File: src/rtl/core/etp_pkg.sv
// ----------------------------------------------------------------------------
// Escape-time pixel unit package
// Shared widths, register indexes, multiplier operations, command and status
// structs, and the saturating arithmetic helpers of the Q5.58 datapath.
// ----------------------------------------------------------------------------
package etp_pkg;

  localparam int unsigned DATA_W     = 64;
  localparam int unsigned COORD_W    = 62;
  localparam int unsigned LIMIT_W    = 16;
  localparam int unsigned CFG_IDX_W  = 3;
  localparam int unsigned SHIFT_W    = 6;
  localparam int unsigned FRAC_BITS  = 58;
  localparam int unsigned WIDTH_DEF  = 128;
  localparam int unsigned HEIGHT_DEF = 64;

  // Squared-magnitude escape bound, 4.0 in Q5.58.
  localparam logic signed [DATA_W-1:0] FOUR_Q   = 64'sh1000_0000_0000_0000;
  localparam logic signed [DATA_W-1:0] DATA_MAX = {1'b0, {(DATA_W-1){1'b1}}};
  localparam logic signed [DATA_W-1:0] DATA_MIN = {1'b1, {(DATA_W-1){1'b0}}};

  // Viewport reset values: real axis -2.0 to 4.0, imaginary axis -1.0 to 1.0.
  localparam logic [COORD_W-1:0] REAL_MIN_RST = 62'h3800_0000_0000_0000;
  localparam logic [COORD_W-1:0] REAL_MAX_RST = 62'h1000_0000_0000_0000;
  localparam logic [COORD_W-1:0] IMAG_MIN_RST = 62'h3C00_0000_0000_0000;
  localparam logic [COORD_W-1:0] IMAG_MAX_RST = 62'h0400_0000_0000_0000;
  localparam logic [LIMIT_W-1:0] LIMIT_RST    = 16'd1000;

  localparam logic [SHIFT_W-1:0] SH_SQUARE = SHIFT_W'(FRAC_BITS);
  localparam logic [SHIFT_W-1:0] SH_CROSS  = SHIFT_W'(FRAC_BITS - 1);

  typedef enum logic [CFG_IDX_W-1:0] {
    CFG_REAL_MIN,
    CFG_REAL_MAX,
    CFG_IMAG_MIN,
    CFG_IMAG_MAX,
    CFG_ITER_LIMIT
  } cfg_idx_e;

  typedef enum logic [2:0] {
    OP_MAP_RE,
    OP_MAP_IM,
    OP_XY,
    OP_XX,
    OP_YY
  } mul_op_e;

  typedef struct packed {
    logic    load_pix;
    logic    mul_start;
    mul_op_e mul_op;
    logic    load_cre;
    logic    load_cim;
    logic    load_diff;
    logic    load_xy;
    logic    load_xx;
    logic    load_yy;
    logic    out_load;
  } etp_cmd_t;

  typedef struct packed {
    logic mul_done;
    logic cont;
  } etp_sts_t;

  function automatic logic signed [DATA_W-1:0] sat_add(
    input logic signed [DATA_W-1:0] a,
    input logic signed [DATA_W-1:0] b
  );
    logic [DATA_W:0] s;
    s = {a[DATA_W-1], a} + {b[DATA_W-1], b};
    if (s[DATA_W] != s[DATA_W-1]) begin
      return s[DATA_W] ? DATA_MIN : DATA_MAX;
    end
    return s[DATA_W-1:0];
  endfunction

  function automatic logic signed [DATA_W-1:0] sat_neg(input logic signed [DATA_W-1:0] a);
    if (a == DATA_MIN) begin
      return DATA_MAX;
    end
    return -a;
  endfunction

  function automatic logic signed [DATA_W-1:0] coord_sext(input logic [COORD_W-1:0] v);
    return {{(DATA_W-COORD_W){v[COORD_W-1]}}, v};
  endfunction

endpackage

File: src/rtl/core/etp_ctrl.sv
// ----------------------------------------------------------------------------
// Escape-time controller
// Sequences the pixel mapping, the iteration loop and the result hand-off.
// ----------------------------------------------------------------------------
module etp_ctrl
  import etp_pkg::*;
(
  input  logic     clk_i,
  input  logic     rst_ni,
  input  logic     in_valid_i,
  output logic     in_ready_o,
  output logic     out_valid_o,
  input  logic     out_ready_i,
  input  etp_sts_t sts_i,
  output etp_cmd_t cmd_o
);

  typedef enum logic [2:0] {
    S_IDLE,
    S_MAP_RE,
    S_MAP_IM,
    S_CHECK,
    S_XY,
    S_XX,
    S_YY,
    S_FINISH
  } state_e;

  state_e  state_q;
  logic    mul_start_q;
  mul_op_e mul_op_q;
  logic    out_valid_q;
  logic    out_free;

  assign out_free = !out_valid_q || out_ready_i;

  always_ff @(posedge clk_i or negedge rst_ni) begin
    if (!rst_ni) begin
      state_q     <= S_IDLE;
      mul_start_q <= 1'b0;
      mul_op_q    <= OP_MAP_RE;
      out_valid_q <= 1'b0;
    end else begin
      mul_start_q <= 1'b0;
      if (out_valid_q && out_ready_i) begin
        out_valid_q <= 1'b0;
      end
      unique case (state_q)
        S_IDLE: begin
          if (in_valid_i) begin
            state_q     <= S_MAP_RE;
            mul_start_q <= 1'b1;
            mul_op_q    <= OP_MAP_RE;
          end
        end
        S_MAP_RE: begin
          if (sts_i.mul_done) begin
            state_q     <= S_MAP_IM;
            mul_start_q <= 1'b1;
            mul_op_q    <= OP_MAP_IM;
          end
        end
        S_MAP_IM: begin
          if (sts_i.mul_done) begin
            state_q <= S_CHECK;
          end
        end
        S_CHECK: begin
          if (sts_i.cont) begin
            state_q     <= S_XY;
            mul_start_q <= 1'b1;
            mul_op_q    <= OP_XY;
          end else begin
            state_q <= S_FINISH;
          end
        end
        S_XY: begin
          if (sts_i.mul_done) begin
            state_q     <= S_XX;
            mul_start_q <= 1'b1;
            mul_op_q    <= OP_XX;
          end
        end
        S_XX: begin
          if (sts_i.mul_done) begin
            state_q     <= S_YY;
            mul_start_q <= 1'b1;
            mul_op_q    <= OP_YY;
          end
        end
        S_YY: begin
          if (sts_i.mul_done) begin
            state_q <= S_CHECK;
          end
        end
        S_FINISH: begin
          if (out_free) begin
            state_q     <= S_IDLE;
            out_valid_q <= 1'b1;
          end
        end
      endcase
    end
  end

  assign in_ready_o  = (state_q == S_IDLE);
  assign out_valid_o = out_valid_q;

  always_comb begin
    cmd_o.load_pix  = in_valid_i && (state_q == S_IDLE);
    cmd_o.mul_start = mul_start_q;
    cmd_o.mul_op    = mul_op_q;
    cmd_o.load_cre  = (state_q == S_MAP_RE) && sts_i.mul_done;
    cmd_o.load_cim  = (state_q == S_MAP_IM) && sts_i.mul_done;
    cmd_o.load_diff = (state_q == S_CHECK);
    cmd_o.load_xy   = (state_q == S_XY) && sts_i.mul_done;
    cmd_o.load_xx   = (state_q == S_XX) && sts_i.mul_done;
    cmd_o.load_yy   = (state_q == S_YY) && sts_i.mul_done;
    cmd_o.out_load  = (state_q == S_FINISH) && out_free;
  end

`ifndef SYNTHESIS
  a_done_in_wait: assert property (@(posedge clk_i) disable iff (!rst_ni)
    sts_i.mul_done |-> (state_q == S_MAP_RE || state_q == S_MAP_IM ||
                        state_q == S_XY || state_q == S_XX || state_q == S_YY))
    else $error("multiplier result arrived outside a wait state");
`endif

endmodule

File: config.mk
export PLATFORM = sky130hd
export DESIGN_NAME = etp_ctrl
export DESIGN_NICKNAME = d
export VERILOG_FILES = /design/src/rtl/core/etp_pkg.sv /design/src/rtl/core/etp_ctrl.sv
export SDC_FILE = /design/constraint.sdc
export NUM_CORES = 1
export LEC_CHECK = 0
export BUFFER_PORTS_ARGS = -buffer_cell sky130_fd_sc_hd__buf_2
export CAP_MARGIN = 20
export CORE_AREA = 2 2 39 41
export DETAILED_ROUTE_END_ITERATION = 8
export DIE_AREA = 0 0 41 43
export GPL_TIMING_DRIVEN = 1
export PLACE_DENSITY_LB_ADDON = 0.25
export SYNTH_ARGS = -nofsm -noshare
export SYNTH_HDL_FRONTEND = slang
export SYNTH_SLANG_ARGS = --single-unit
File: constraint.sdc
create_clock -name clk_i -period 1.61 [get_ports clk_i]
set_input_delay 0 -clock clk_i [delete_from_list [all_inputs] [get_ports clk_i]]
set_output_delay 0 -clock clk_i [all_outputs]
set_load 0.01 [all_outputs]
# --- Word-level counts from Yosys, hierarchy flattened ---
# Cells that the tools add are included.
classes:
  eq_ne: 14
  n_mux: 20
  n_reduce_logical: 16
op_table:
  columns: ["operator", "n"]
  rows:
  - ["3-bit two-way mux", 10]
  - ["3-bit one-hot mux with 7 select lines", 1]
  - ["3-bit one-hot mux with 5 select lines", 1]
  - ["3-bit == test, second input constant", 4]
  - ["2-bit inequality test, second input constant", 6]
  - ["6-bit AND reduction", 2]
  - ["1-bit logical AND", 8]
  - ["3-bit by 2-bit == test with 1-bit output, second input constant", 2]
  - ["1-bit two-way mux", 6]
  - ["5-bit nonzero test", 1]
  - ["3-bit by 1-bit == test with 1-bit output, second input constant", 1]
  - ["3-bit logical NOT", 1]
  - ["1-bit one-hot mux with 3 select lines", 1]
  - ["3-bit OR reduction", 1]
  - ["2-bit two-way mux", 1]
  - ["2-bit by 1-bit inequality test with 1-bit output, second input constant", 1]
  - ["2-bit OR reduction", 1]
  - ["1-bit logical NOT", 1]
  - ["1-bit logical OR", 1]
word_totals:
  reg_bits: 8
  inputBits: 6
  out_inout_bits: 14
  word_cells: 54

# --- Logic depth before layout (Yosys ltp) ---
# Gate-level depths: netlist of run 1.
depth:
  ltp_word: 4
  mapped_depth: 5
  depth_no_buf: 4

# --- Worst setup path before layout of run 1 ---
# OpenSTA, ideal clock, no wires.
synth_path:
  kind: "reg-to-reg"
  startpoint: "register state_q[0]"
  endpoint: "register mul_op_q[0]"
  setup_ps: 125
  t_arrival_ps: 1213
  required_ps: 1485
  slack_ps: 272
  stages_incl_launch_ff: 6
  n_path_buf: 1
  synth_period_minus_slack_ps: 1338
  path_cell_list: "dfrtp_1 > buf_6 > nor3b_2 > a31oi_1 > o22a_2 > mux2_4"
synth_via:
  elab_chain_cells: 3
  word_cells_on_any_way: 13
  classes_between: "eq/ne: 9; mux: 1; reduce/logical: 3"
synth_lines:
  columns: ["item", "line", "rtl"]
  rows:
  - ["from (decl)", "etp_ctrl.sv:29", "state_e state_q;"]
  - ["from (signal assigned)", "etp_ctrl.sv:39", "state_q <= S_IDLE;"]
  - ["from (signal assigned)", "etp_ctrl.sv:51", "state_q <= S_MAP_RE;"]
  - ["from (signal assigned)", "etp_ctrl.sv:58", "state_q <= S_MAP_IM;"]
  - ["3-bit by 2-bit == test with 1-bit output, or another cell as far along", "etp_ctrl.sv:48", "unique case (state_q)"]
  - ["5-bit nonzero test (no line) or 2-bit inequality test (tied branches)", null, null]
  - ["6-bit AND reduction (no line)", null, null]
  - ["to (signal assigned)", "etp_ctrl.sv:41", "mul_op_q <= OP_MAP_RE;"]
  - ["to (signal assigned)", "etp_ctrl.sv:53", "mul_op_q <= OP_MAP_RE;"]
  - ["to (signal assigned)", "etp_ctrl.sv:60", "mul_op_q <= OP_MAP_IM;"]
  - ["to (decl)", "etp_ctrl.sv:31", "mul_op_e mul_op_q;"]
# Several ways; a longest one is shown, not always the timed one.
# A chain may end at the register's enable or synchronous reset.

==> results.cfg, run 1 <==
[routing]
vias = 460
drt-wirelength-per-cell_um = 11.5
drt_iter0_drc = 10
wl_um = 1060
wirelength_met1_um = 479
viasPerCell = 5.00
ant_nets = 0
drt_pass1_iterations = 4
wl_met2_um = 513
drcViolationCount = 0
wl_met3_um = 66
top_layer_used = met3

[critical_path]
start_kind = register
r2r_start = state_q[0]$_DFFE_PN0P_
slowest_delay_ps = 510
r2r-end = mul_op_q[1]$_DFFE_PN0P_
path_class = reg2out
critPathRequiredTime_ps = 1610
crit_cells = 3
worstPathMaxFanout = 10
reg2reg_depth = 4
crit_chain = buf_4 > nor3b_1 > buf_2
r2r_slack_ps = 200
crit_slowest_cell = dfrtp_1
startpoint = state_q[0]$_DFFE_PN0P_
endpoint_kind = primary output
endpoint = cmd_o[2]
critPathTopFamily = flip-flops
critPathBufInv = 2
cp.arrival_ps = 1450

[yosys]
synth_xor_xnor_area_share_pct = 1.69
yosys.area_share.adder_pct = 0
syn_nets = 63
yosys.area.top_type = dfrtp_1
synth_cell_types = 27
synth_mux_area_share_pct = 5.81
syn_avg_cell_area_um2 = 9.07
synth_top_family_by_area = simple AND/OR/NAND/NOR gates
synth_area_leaders = dfrtp_1 (39%), mux2_4 (5.8%), nor2_1 (5.1%)
ys_ff_latch = 8
synthCells = 57
synthSimpleGateAreaFrac_pct = 28.1
synth_compound_area_share_pct = 15.5
yosysWarnings = 0
ys_seq_area_share_pct = 38.7
syn_area_um2 = 517
yosys.area.top_type_share_pct = 38.7

[clock_network]
clk_latency_ps = 250
clkTransAtPathRegs_ps = 50
cts-root-buf = clkbuf_4
cts_buffers = 3
numClockSinks = 8
post_cts_resized = 0
h-tree-depth = 1
cts_buffer_depth = 2
cts_tree = built

[status]
status = finished, final reports clean

[floorplanning]
num_rows = 14
io_pins = 20
initial_core_util_pct = 37.3
core_um2 = 1380
die_w_um = 41
fp.dieH_um = 43
die-area_um2 = 1760

[timing]
timing.setup.tns_ps = 0
worstMarginPinSlew_ps = 311
min_period_ps = 1450
finalHoldViolCount = 0
setup_ws_ps = 164
maxSlewHeadroom_pct = 79.3
period_share_pct = 89.8
setup_violations = 0
grt_setup_unrepaired = no
fmax_mhz = 692
clock_skew_ps = 3.37
slew_viol_final = 0

[global_routing]
gr-total-overflow = 0
grt_pass1_wl_um = 1670
first_global_vias = 413
grtUsageTotal_pct = 14.0
antenna_found_initial = 0
grt_max_degree = 13

[final_layout]
final_cell_mix = buf_2 (19), dfrtp_1 (8), nor2_1 (7)
layout.nets = 84
post-route-util_pct = 46.1
layout_commonest_cell = buf_2
drive_gt1_share_pct = 38.2
fin_cells = 92
stdcell_area_um2 = 638
fillers = 143
syn_to_final_growth_pct = 23.5
antennaDiodeCount = 0

[power]
ir_drop_mv = 0.806
power_density_nw_per_um2 = 2000
leakagePower_uw = 0.000340

[placement]
placed_cell_area_um2 = 606
pre_cts_ws_ps = 191
dp_cells = 88
io_buffers = 19
place_hpwl_um = 788
place.gp.congestion = 0.727

[min_path]
worstHoldPathType = in2reg

[job]
maxCapViolCount = 0
-- worst min-delay path by stage --
stage | cells after the start | to | slack (ps) | from
after floorplan | 0 | mul_op_q[0]$_DFFE_PN0P_ | -300 | rst_ni
after global placement | 1 | mul_start_q$_DFF_PN0_ | -150 | rst_ni
after detailed placement | 1 | mul_start_q$_DFF_PN0_ | -150 | rst_ni
after CTS | 3 | state_q[0]$_DFFE_PN0P_ | 20 | in_valid_i
after global routing | 3 | state_q[0]$_DFFE_PN0P_ | 30 | in_valid_i
final | 3 | state_q[0]$_DFFE_PN0P_ | 20 | in_valid_i
-- where the power goes --
| group | internal (µW) | total [µW] | switching, µW |
|---|---|---|---|
| clock network | 84.9 | 146 | 61.6 |
| registers | 294 | 417 | 123 |
| logic | 355 | 712 | 357 |
-- cell families (layout without fill, tap and decap cells) --
group,after synthesis,after routing
flip-flops,8,8
buffers and inverters,8,27
XOR/XNOR,1,1
AND/OR/NAND/NOR,26,26
multiplexers,2,2
AO/OA/AOI/OAI,12,12
-- synth_stat cells (all sizes together) --
master	count
nor2	7
nand3	3
o31ai	1
mux2	2
nor4bb	1
inv	1
a31oi	1
dfrtp	8
a21o	2
nand4	1
xnor2	1
nand2	3
and2	1
o22a	1
a21oi	3
nand2b	3
buf	6
nor3	2
o21ai	2
a211oi	1
nor3b	4
clkbuf	1
nor2b	1
o41ai	1
-- tightest hold or removal path: cells and delay by family --
kind | cells | cell delay [ps]
AOI/OAI and AO/OA | 1 | 60
and+or+nand+nor | 1 | 60
buffers and inverters | 1 | 100
-- flip-flops by register name, indices dropped and copies added, names as in the netlist --
register     count
mul_op_q         3
mul_start_q      1
out_valid_o      1
state_q          3
-- metal layers --
layer	vias up	track usage, %
met1	206	18.1
met4	0	2.67
met5	-	0
met2	15	21.3
met3	0	6.28
li1	239	-
-- repair_timing --
action                    in CTS  in global routing
hold endpoints to repair       8                  0
buffers inserted               0                  0
hold buffers                   1                  0
-- cell type report --
type | instances | area (µm²) | area share (%)
flip-flops and latches | 8 | 200 | 31.4
repair buffers | 23 | 128 | 20.0
inverters | 1 | 3.75 | 0.588
multi-input cells | 41 | 264 | 41.4
clock buffers | 3 | 22.5 | 3.53
well taps | 16 | 20.0 | 3.14
-- through the flow --
step / hold WS, ps / power (µW)
finish: 20.0 / 1280
global route: 26.8 / 1400
CTS: 22.8 / 1290
detailed placement: -152 / 1140
global placement: -151 / 1130
floorplan: -296 / 986
Power figures use the tool's default switching activity.
==> run 2, diff against run 1 <==
--- a/config.mk
+++ b/config.mk
@@ -11,7 +11,7 @@
 export DETAILED_ROUTE_END_ITERATION = 8
 export DIE_AREA = 0 0 41 43
 export GPL_TIMING_DRIVEN = 1
-export PLACE_DENSITY_LB_ADDON = 0.25
+export PLACE_DENSITY = 0.66
 export SYNTH_ARGS = -nofsm -noshare
 export SYNTH_HDL_FRONTEND = slang
 export SYNTH_SLANG_ARGS = --single-unit
==> run 2 against run 1 <==
  * Sequential share of layout area decreased by 0.23 points
  * Final area up 1.4%
  * Cell count rose by 1.1%
  * Routed wire length decreased by 1.4%
  * Sequential power down 4.8%
  * Critical path depth up 1
  * Fmax fell by 1.5%
  * Clock power up 3%
  * Hold slack improved by 0.84 ps
  * Non-clock buffer count grew 1
  * First-iteration DRC count rose by 20%
  * Critical endpoint unchanged
==> results.cfg, run 2 (synthesis gave the netlist of run 1 again) <==
[clock_network]
cts-root-buf = clkbuf_4
clk_latency_ps = 260
cts_buffers = 3
numClockSinks = 8
clkTransAtPathRegs_ps = 50
cts_setup_buffers = 0
cts_tree = built
h-tree-depth = 1
cts_buffer_depth = 2

[job]
maxCapViolCount = 0

[timing]
fmax_mhz = 681
setup_violations = 0
clock_skew_ps = 6.65
timing.setup.tns_ps = 0
grt_setup_unrepaired = no
min_period_ps = 1470
worstMarginPinSlew_ps = 316
period_share_pct = 91.2
slew_viol_final = 0
maxSlewHeadroom_pct = 78.6
finalHoldViolCount = 0

[critical_path]
start_kind = register
path_class = reg2out
critPathBufInv = 2
critPathTopFamily = flip-flops
cp.arrival_ps = 1470
worstPathMaxFanout = 11
crit_slowest_cell = dfrtp_2
critPathRequiredTime_ps = 1610
slowest_delay_ps = 430
endpoint_kind = primary output
crit_chain = buf_4 > nand2_1 > nor3b_1 > buf_2

[power]
p_int_uw = 754
leakagePower_uw = 0.000343
netSwitchingPower_uw = 550
swShare_pct = 42.2
power_frac_seq_pct = 30.4
power_density_nw_per_um2 = 2020
ir_drop_mv = 0.866
clkPwrFrac_pct = 11.6
p_comb_share_pct = 58.0

[floorplanning]
die_w_um = 41
core_um2 = 1380
initial_core_util_pct = 37.3
fp.dieH_um = 43
num_rows = 14
io_pins = 20
die-area_um2 = 1760

[placement]
place_hpwl_um = 787
place.gp.congestion = 0.785
placed_cell_area_um2 = 613
io_buffers = 19

[global_routing]
antenna_found_initial = 0
grt_max_degree = 14
grt_pass1_wl_um = 1630
first_global_vias = 398
gr-total-overflow = 0
grtUsageTotal_pct = 14.6

[final_layout]
syn_to_final_growth_pct = 25.2
layout_commonest_cell = buf_2
stdcell_area_um2 = 647
post-route-util_pct = 46.7
antennaDiodeCount = 0
reg.largest.list = mul_op_q (3), state_q (3)
drive_gt1_share_pct = 40.3
layout.nets = 85
final_cell_mix = buf_2 (19), nor2_1 (7), dfrtp_1 (7)

[routing]
drcViolationCount = 0
drt_iter0_drc = 12
vias = 469
drt_pass1_iterations = 4
drt-wirelength-per-cell_um = 11.2
ant_nets = 0
viasPerCell = 5.04
wl_um = 1040

[min_path]
worstHoldPathType = in2reg

[status]
status = finished, final reports clean
==> run 2: final cells by class <==
cell class	instances	area, µm²
inverters	1	3.75
flip-flops and latches	8	201
multi-input cells	41	264
well taps	16	20.0
repair buffers	24	135
clock buffers	3	22.5
fillers	142	737
==> run 2: final timing paths <==
path,startpoint,to,slack [ps],cells after the start
setup / recovery,state_q[2]$_DFFE_PN0P_,cmd_o[2],140,4
hold / removal,in_valid_i,state_q[0]$_DFFE_PN0P_,20,3
setup reg to reg,state_q[0]$_DFFE_PN0P_,mul_op_q[1]$_DFFE_PN0P_,250,4
hold reg to reg,mul_op_q[2]$_DFFE_PN0P_,mul_op_q[2]$_DFFE_PN0P_,480,1
max in group asynchronous,rst_ni,state_q[2]$_DFFE_PN0P_,1310,2
min in group asynchronous,rst_ni,mul_op_q[0]$_DFFE_PN0P_,120,2
==> run 2: layer usage <==
layer	up-vias	share of wire, %	wire length [µm]	track usage, %
met3	5	3.1	32	4.71
met4	0	3.5	37	12.0
met5	-	0	0	0
met1	216	44	463	17.2
li1	239	-	-	-
met2	9	49	511	20.3
==> run 2: power by group through the flow <==
stage	Combinational (µW)	Sequential (µW)	Clock, µW
3_5_place_dp	760	394	0
3_3_place_gp	758	392	0
5_1_grt	830	411	169
6_report	756	397	151
2_1_floorplan	634	352	0
4_1_cts	761	394	154
==> run 2: tightest hold or removal path, stage by stage <==
cell and delay [ps]:
buf_2 100, o41ai_1 70, nand3_1 70
==> run 2: stage by stage <==
stage / power [µW] / cells / setup slack, ps / hold WS (ps)
after detailed placement: 1150 / 89 / 248 / -153
after CTS: 1310 / 93 / 60.0 / 20.8
after global routing: 1410 / 93 / 53.6 / 21.4
after floorplan: 986 / 57 / 272 / -296
final: 1300 / 93 / 142 / 20.8
after global placement: 1150 / 89 / 283 / -154
==> run 2: what timing repair did <==
item,4_1_cts,5_1_grt
hold endpoints to repair,8,0
hold buffers,1,0
setup endpoints to repair,0,1
resized for setup,0,1
